## src/design/stftdb_pkg.sv

```systemverilog
// ----------------------------------------------------------------------------
// stftdb_pkg: shared constants and table functions
// Field widths, the dB scaling constants and the elaboration-time sine used
// to build the window and twiddle tables.
// ----------------------------------------------------------------------------
package stftdb_pkg;

  localparam int WIN_LEN_DEF  = 64;
  localparam int SAMPLE_W     = 16;
  localparam int BIN_W        = 12;
  localparam int DB_W         = 17;
  localparam int FRAME_W      = 16;
  localparam int WORD_W       = 32;
  localparam int COEF_W       = 17;
  localparam int MUL_W        = 33;

  localparam logic signed [DB_W-1:0] DB_FLOOR = -17'sd51200;
  localparam logic signed [DB_W-1:0] DB_MAX   = 17'sd32767;
  localparam logic [17:0]            DB_K     = 18'd197283;
  localparam logic [63:0]            PI_HALF_Q30 = 64'd1686629713;

  // Sine of t (units of 2^-32 turn) in Q30, 8-term Taylor series on the
  // reduced quarter-turn angle, clamped to [0, 1] before the sign.
  function automatic logic signed [31:0] sin_q30(input logic [31:0] t);
    logic [1:0]         q;
    logic [31:0]        r;
    logic [63:0]        x;
    logic [63:0]        term;
    logic signed [63:0] sum;
    q = t[31:30];
    r = {2'b00, t[29:0]};
    if (q[0]) begin
      r = 32'h4000_0000 - r;
    end
    x = (64'(r) * PI_HALF_Q30) >> 30;
    term = x;
    sum = $signed(x);
    for (int k = 1; k <= 7; k++) begin
      term = (((term * x) >> 30) * x) >> 30;
      case (k)
        1: term = term / 64'd6;
        2: term = term / 64'd20;
        3: term = term / 64'd42;
        4: term = term / 64'd72;
        5: term = term / 64'd110;
        6: term = term / 64'd156;
        default: term = term / 64'd210;
      endcase
      if (k % 2 == 1) begin
        sum = sum - $signed(term);
      end else begin
        sum = sum + $signed(term);
      end
    end
    if (sum < 0) begin
      sum = 0;
    end
    if (sum > 64'sd1073741824) begin
      sum = 64'sd1073741824;
    end
    if (q[1]) begin
      sum = -sum;
    end
    return 32'(sum);
  endfunction

  // Q30 to Q15 with rounding (add half, floor).
  function automatic logic signed [COEF_W-1:0] q15_round(input logic signed [31:0] v);
    logic signed [63:0] a;
    a = 64'(v) + 64'sd16384;
    return COEF_W'(a >>> 15);
  endfunction

  // Hann coefficient from the cosine value in Q30.
  function automatic logic signed [COEF_W-1:0] win_val(input logic signed [31:0] c);
    logic signed [63:0] a;
    a = 64'sd1073741824 - 64'(c) + 64'sd32768;
    return COEF_W'(a >>> 16);
  endfunction

endpackage

```

## src/design/stftdb_rom.sv

```systemverilog
// ----------------------------------------------------------------------------
// stftdb_rom: Hann window and twiddle tables
// Constant tables built at elaboration; one window and one twiddle read.
// ----------------------------------------------------------------------------
module stftdb_rom #(
  parameter int WIN_LEN = stftdb_pkg::WIN_LEN_DEF
) (
  input  logic [$clog2(WIN_LEN)-1:0]                win_idx,
  input  logic [$clog2(WIN_LEN)-2:0]                tw_idx,
  output logic signed [stftdb_pkg::COEF_W-1:0]      win,
  output logic signed [stftdb_pkg::COEF_W-1:0]      tw_cos,
  output logic signed [stftdb_pkg::COEF_W-1:0]      tw_sin
);

  localparam logic [63:0] TW_STEP = 64'h1_0000_0000 / WIN_LEN;

  logic signed [stftdb_pkg::COEF_W-1:0] win_rom [WIN_LEN];
  logic signed [stftdb_pkg::COEF_W-1:0] cos_rom [WIN_LEN/2];
  logic signed [stftdb_pkg::COEF_W-1:0] sin_rom [WIN_LEN/2];

  for (genvar gk = 0; gk < WIN_LEN/2; gk++) begin : g_tw
    localparam logic [63:0] TT = 64'(gk) * TW_STEP;
    assign cos_rom[gk] = stftdb_pkg::q15_round(stftdb_pkg::sin_q30(TT[31:0] + 32'h4000_0000));
    assign sin_rom[gk] = stftdb_pkg::q15_round(stftdb_pkg::sin_q30(TT[31:0]));
  end

  for (genvar gi = 0; gi < WIN_LEN; gi++) begin : g_win
    localparam logic [63:0] WT = (64'(gi) << 32) / 64'(WIN_LEN - 1);
    assign win_rom[gi] = stftdb_pkg::win_val(stftdb_pkg::sin_q30(WT[31:0] + 32'h4000_0000));
  end

  assign win    = win_rom[win_idx];
  assign tw_cos = cos_rom[tw_idx];
  assign tw_sin = sin_rom[tw_idx];

endmodule
```

## config.mk

```make
export PLATFORM = sky130hd
export DESIGN_NAME = stftdb_rom
export DESIGN_NICKNAME = d
export VERILOG_FILES = /design/src/design/stftdb_pkg.sv /design/src/design/stftdb_rom.sv
export SDC_FILE = /design/constraint.sdc
export NUM_CORES = 1
export LEC_CHECK = 0
export ABC_CLOCK_PERIOD_IN_PS = 2320
export BUFFER_PORTS_ARGS = -buffer_cell sky130_fd_sc_hd__buf_2
export CAP_MARGIN = 15
export CELL_PAD_IN_SITES_DETAIL_PLACEMENT = 1
export CELL_PAD_IN_SITES_GLOBAL_PLACEMENT = 1
export CORE_ASPECT_RATIO = 0.5
export CORE_UTILIZATION = 36
export DETAILED_ROUTE_END_ITERATION = 16
export PLACE_DENSITY_LB_ADDON = 0.2
export SLEW_MARGIN = 25
export SYNTH_ARGS = -nofsm -noshare
export SYNTH_HDL_FRONTEND = slang
export SYNTH_SLANG_ARGS = --single-unit
export TNS_END_PERCENT = 50
```

## constraint.sdc

```tcl
create_clock -name vclk -period 2.32
set_input_delay 0.348 -clock vclk [all_inputs]
set_output_delay 0.348 -clock vclk [all_outputs]
set_load 0.01 [all_outputs]
```

==> results of run 1 <==
[timing repair]
action	4_1_cts	5_1_grt
gates cloned	0	0
resized for setup	8	15
endpoints found under the setup margin	5	20
setup buffers	0	2
pin swaps	1	0
[synth_stat cells, types with 5 or more instances]
| master | number |
|---|---|
| a21oi_1 | 47 |
| o21ai_0 | 46 |
| nand2_1 | 44 |
| nor2_1 | 34 |
| clkbuf_1 | 20 |
| buf_2 | 16 |
| ha_1 | 16 |
| nand2b_1 | 16 |
| nor2b_1 | 15 |
| inv_1 | 14 |
| mux2i_1 | 13 |
| mux4_2 | 11 |
| a31oi_1 | 10 |
| nand3_1 | 10 |
| nor3_1 | 9 |
| o211ai_1 | 9 |
| a211oi_1 | 8 |
| buf_1 | 7 |
| o31ai_1 | 7 |
| buf_4 | 6 |
| o22ai_1 | 6 |
| or2_2 | 5 |
[layout make-up]
cell class	instances	area (um2)
timing repair buffer	124	798
fill	938	3470
inverter	14	56.3
tap	92	115
multi-input combinational	364	2490
[critical path: cells and delay by family]
family | cells | cell delay (ps)
buffers and inverters | 3 | 320
adders and majority gates | 1 | 190
muxes | 1 | 460
and+or+nand+nor | 1 | 360
AOI/OAI and AO/OA | 1 | 280
[per-stage QoR]
stage                     cell area, um2  util [%]  TNS (ps)
after detailed placement            3370      48.6      -237
final                               3460      49.9         0
after CTS                           3400      49.0     -1.49
after floorplan                     2710         -     -23.5
after global routing                3460      49.9     -76.7
after global placement              3370      48.6     -3.16
[report_power, final]
group / total (mW) / switching, mW / internal (mW)
clock network: 0 / 0 / 0
logic: 0.858 / 0.490 / 0.368
registers: 0 / 0 / 0
total: 0.858 / 0.490 / 0.368
[per-layer routing]
layer,share of wire (%),vias up
met4,1.4,0
li1,-,1717
met5,0,-
met2,49,105
met1,44,1827
met3,4.7,17
[worst max path at each step]
stage          startpoint  endpoint  slack, ps  cells past startpoint
6_report       win_idx[1]   win[10]          4                      7
2_1_floorplan  win_idx[0]   win[10]        -20                      8
3_5_place_dp   win_idx[1]   win[10]       -130                      8
4_1_cts        win_idx[1]    win[9]         -1                      8
5_1_grt        win_idx[0]   win[10]        -40                      7
3_3_place_gp   win_idx[0]   win[10]         -2                      8
[cells by family (layout without fill, tap and decap cells)]
family | after synthesis | in the layout | share of synthesized area, %
other | 1 | 3 | 0.139
XOR/XNOR | 4 | 4 | 1.30
adder cells (fa/ha/maj) | 16 | 16 | 7.44
buffers and inverters | 63 | 138 | 10.4
multiplexers | 27 | 27 | 15.3
AND/OR/NAND/NOR | 148 | 148 | 26.8
AO/OA/AOI/OAI | 166 | 166 | 38.7
==> metrics.yaml, run 1 <==
min_path_cells: 3
whs_ps: 1180
fmax_mhz: 432
setup_viol_count_final: 0
max_cap_violations: 0
grt_overflow_total: 0
hold_viol: 0
dieArea_um2: 7840
final_common_cell: "buf_4"
hold_class: "primary input to output pin"
timing_worst_setup_path_type: "primary input to output pin"
dr_total_vias: 3666
p_per_area_nw_per_um2: 248
avgViaCountPerCell: 6.17
synthTopCellsByArea: "mux4_2 (9.2%), a21oi_1 (8.7%), o21ai_0 (8.6%)"
required_ps: 1970
cts_hold_buffers: 0
drc: 0
cp.arrival_ps: 1970
fin_crit_ps: 2320
yosysWarnings: 0
period_share_pct: 99.8
dp_cells: 592
seqCellArea_um2: 0
die_width_um: 124
io_buffers: 59
grt_pass1_vias: 3707
grt_pass1_wl_um: 18900
cp-start-kind: "primary input"
finalPower_uw: 858
drtAntennaViolNets: 0
fin_ws_ps: 4.36
antenna_found_initial: 0
rsz0062_at_grt: "yes"
crit_path_max_incr_delay_ps: 460
grt_use_met1_pct: 37.5
nets: 531
synthesis.instances: 425
routed_wl_um: 11600
drtIter0Drc: 298
gr-usage-met2_pct: 52.6
hp-start: "tw_idx[4]"
relSlewSlack_pct: 61.0
dp_slack_ps: -128
start_util_pct: 38.8
grt_usage_pct: 29.0
hold_end: "tw_sin[11]"
power.leakage_nw: 1.56
synth.distinct_cells: 51
worstPathCellList: "buf_2 > inv_2 > ha_2 > or3_4 > mux4_2 > a211o_1 > buf_2"
grt_max_degree: 52
yosysTopAreaCellShare_pct: 9.21
peakVddDrop_mv: 0.0925
globalRoute.busiestLayer: "met2"
seq_cells: 0
critPathCaptureType: "output pin"
areaGrowthSynthToFinish_pct: 28.7
final_cell_mix: "buf_4 (64), buf_2 (58), a21oi_1 (47)"
yosysTopAreaCell: "mux4_2"
yosysSeqAreaShare_pct: 0
cp_slowest_cell: "mux4_2"
avgSynthCellArea_um2: 6.33
coreArea_um2: 6940
critPathMaxFanout: 5
place_congestion: 0.944
cpMostUsedCell: "buf_2"
antenna_cells: 0
tightestPinTransition_ps: 585
grt_util_met3_pct: 2.21
hpwl_um: 8830
layout-drive-gt1-share_pct: 32.3
drt-wirelength-per-cell_um: 19.5
slew_viol_final: 0
io-pin-count: 62
nClkBuffers: 0
die_h_um: 63.1
status: "completed"
synthesis.area_um2: 2690
placementRows: 21
drtPass1Iterations: 4
instances_no_fill: 594
(Power assumes the default switching activity.)
==> run 2, diff against run 1 <==
--- a/config.mk
+++ b/config.mk
@@ -5,16 +5,15 @@
 export SDC_FILE = /design/constraint.sdc
 export NUM_CORES = 1
 export LEC_CHECK = 0
-export ABC_CLOCK_PERIOD_IN_PS = 2320
+export ABC_CLOCK_PERIOD_IN_PS = 2500
 export BUFFER_PORTS_ARGS = -buffer_cell sky130_fd_sc_hd__buf_2
 export CAP_MARGIN = 15
 export CELL_PAD_IN_SITES_DETAIL_PLACEMENT = 1
 export CELL_PAD_IN_SITES_GLOBAL_PLACEMENT = 1
 export CORE_ASPECT_RATIO = 0.5
-export CORE_UTILIZATION = 36
+export CORE_UTILIZATION = 40
 export DETAILED_ROUTE_END_ITERATION = 16
 export PLACE_DENSITY_LB_ADDON = 0.2
-export SLEW_MARGIN = 25
 export SYNTH_ARGS = -nofsm -noshare
 export SYNTH_HDL_FRONTEND = slang
 export SYNTH_SLANG_ARGS = --single-unit
==> constraint.sdc (replaced) <==
create_clock -name vclk -period 2.5
set_input_delay 0.375 -clock vclk [all_inputs]
set_output_delay 0.375 -clock vclk [all_outputs]
set_load 0.01 [all_outputs]
==> run 2 against run 1 <==
Against the previous run:
- first-iteration DRC count is 11% higher
- core utilization grew 2.1 points
- global-route usage grew 2.9 points
- highest routed layer unchanged
- non-clock buffer count decreased by 17
- combinational power is 11% lower
- critical endpoint unchanged
- total power shrank 11%
- largest power group unchanged
- clock-buffer cell count unchanged
- routed wire length down 3.4%
- final cell count down 3.5%
==> metrics.yaml, run 2 (synthesis gave the netlist of run 1 again) <==
avgViaCountPerCell: 6.39  # +3.5%
antenna_cells: 0  # unchanged
period_share_pct: 99.0
tightestPinTransition_ps: 601  # +15.5 ps
p_int_uw: 317  # -14%
dp_cells: 573  # -3.2%
drt-wirelength-per-cell_um: 19.6  # +0.10%
drtIter0Drc: 330  # +11%
p_switching_uw: 444  # -9.3%
instances_no_fill: 573  # -3.5%
critPathMaxFanout: 5  # unchanged
dieArea_um2: 7080  # -9.8%
drc: 0  # unchanged
setup_viol_count_final: 0  # unchanged
hold_viol: 0  # unchanged
finalPower_uw: 761  # -11%
final_common_cell: "buf_2"
grt_overflow_total: 0  # unchanged
power.leakage_nw: 1.48  # -5.4%
place_congestion: 1.01  # +6.7%
dp_slack_ps: -29.1  # +99.2 ps
io-pin-count: 62  # unchanged
clock_power_share_pct: 0  # unchanged
antenna_found_initial: 0  # unchanged
io_buffers: 59  # unchanged
cp.arrival_ps: 2100  # +130 ps
min_path_cells: 3  # unchanged
dr_total_vias: 3660  # -0.16%
drtAntennaViolNets: 0  # unchanged
coreArea_um2: 6280  # -9.5%
grt_pass1_wl_um: 18100  # -4.0%
netSwitchingFraction_pct: 58.4  # +1.3 points
status: "completed"
die_h_um: 60.0  # -5.0%
final_cell_mix: "buf_2 (58), a21oi_1 (47), buf_4 (47)"
relSlewSlack_pct: 59.9  # -1.1 points
slew_viol_final: 0  # unchanged
peakVddDrop_mv: 0.0965  # +4.3%
placementRows: 20  # -4.8%
rsz0062_at_grt: "yes"
seq_cells: 0  # unchanged
p_per_area_nw_per_um2: 233  # -6.0%
fmax_mhz: 404
start_util_pct: 42.8  # +4.0 points
timing_worst_setup_path_type: "primary input to output pin"
nets: 514  # -3.2%
required_ps: 2120  # +150 ps
die_width_um: 118  # -5.1%
critPathCaptureType: "output pin"
hpwl_um: 8550  # -3.2%
grt_pass1_vias: 3534  # -4.7%
areaGrowthSynthToFinish_pct: 21.5
nClkBuffers: 0  # unchanged
cp-start-kind: "primary input"
hp-start: "win_idx[5]"
fill_cells: 870  # -7.2%
seqPwrFrac_pct: 0  # unchanged
hold_class: "primary input to output pin"
fin_ws_ps: 23.9  # +19.6 ps
drtPass1Iterations: 4  # unchanged
fin_crit_ps: 2480
max_cap_violations: 0  # unchanged
postCtsSetupBuffers: 0  # unchanged
routed_wl_um: 11200  # -3.4%
hold_end: "win[12]"
cts_hold_buffers: 0  # unchanged
p_comb_share_pct: 100.0  # about the same
grt_max_degree: 41  # -21%
seqCellArea_um2: 0  # unchanged
layout-drive-gt1-share_pct: 27.2  # -5.1 points
grt_usage_pct: 31.9  # +2.9 points
[run 2: worst max path at each step]
stage | start | to | slack (ps) | cells after the start
final | win_idx[0] | win[10] | 20 | 7
after global routing | win_idx[0] | win[10] | -50 | 7
after CTS | win_idx[0] | win[10] | 10 | 7
after detailed placement | win_idx[1] | win[10] | -30 | 8
after global placement | win_idx[1] | win[10] | 70 | 8
after floorplan | win_idx[0] | win[10] | 60 | 6
[run 2: power groups by stage]
stage	logic, mW	registers [mW]	clock network, mW
floorplan	0.477	0	0
global placement	0.720	0	0
detailed placement	0.743	0	0
CTS	0.747	0	0
global route	0.821	0	0
finish	0.761	0	0
[run 2: critical path: stages]
cell and delay [ps]:
buf_2 90, inv_1 90, ha_1 240, or3_1 390, mux4_2 470, a211o_1 310, buf_2 140
[run 2: routing by layer]
layer | global-route usage, % | share of wire, % | vias up
met2 | 58.8 | 47 | 173
met1 | 40.8 | 44 | 1774
met3 | 1.81 | 6.2 | 32
met5 | 0 | 0 | -
li1 | - | - | 1681
met4 | 10.4 | 2.9 | 0
[run 2: layout make-up]
type / count / area [um2] / share of cell area, %
inverters: 14 / 52.6 / 1.61
multi-input cells: 364 / 2440 / 74.5
well taps: 88 / 110 / 3.37
repair buffers: 107 / 671 / 20.5
[run 2: stage by stage]
stage | hold slack (ps) | util [%] | setup TNS, ps | instance area (um2)
final | 1240 | 52.1 | 0 | 3270
after global routing | 1270 | 52.1 | -54.7 | 3270
after CTS | 1250 | 51.8 | 0 | 3250
after detailed placement | 1240 | 51.7 | -29.1 | 3250
after global placement | 1250 | 51.7 | 0 | 3250
after floorplan | 985 | - | 0 | 2700
[run 2: timing repair]
item / CTS / global route
cloned: 0 / 0
setup endpoints to repair: 1 / 9
resized for setup: 2 / 6
pin swaps: 0 / 0
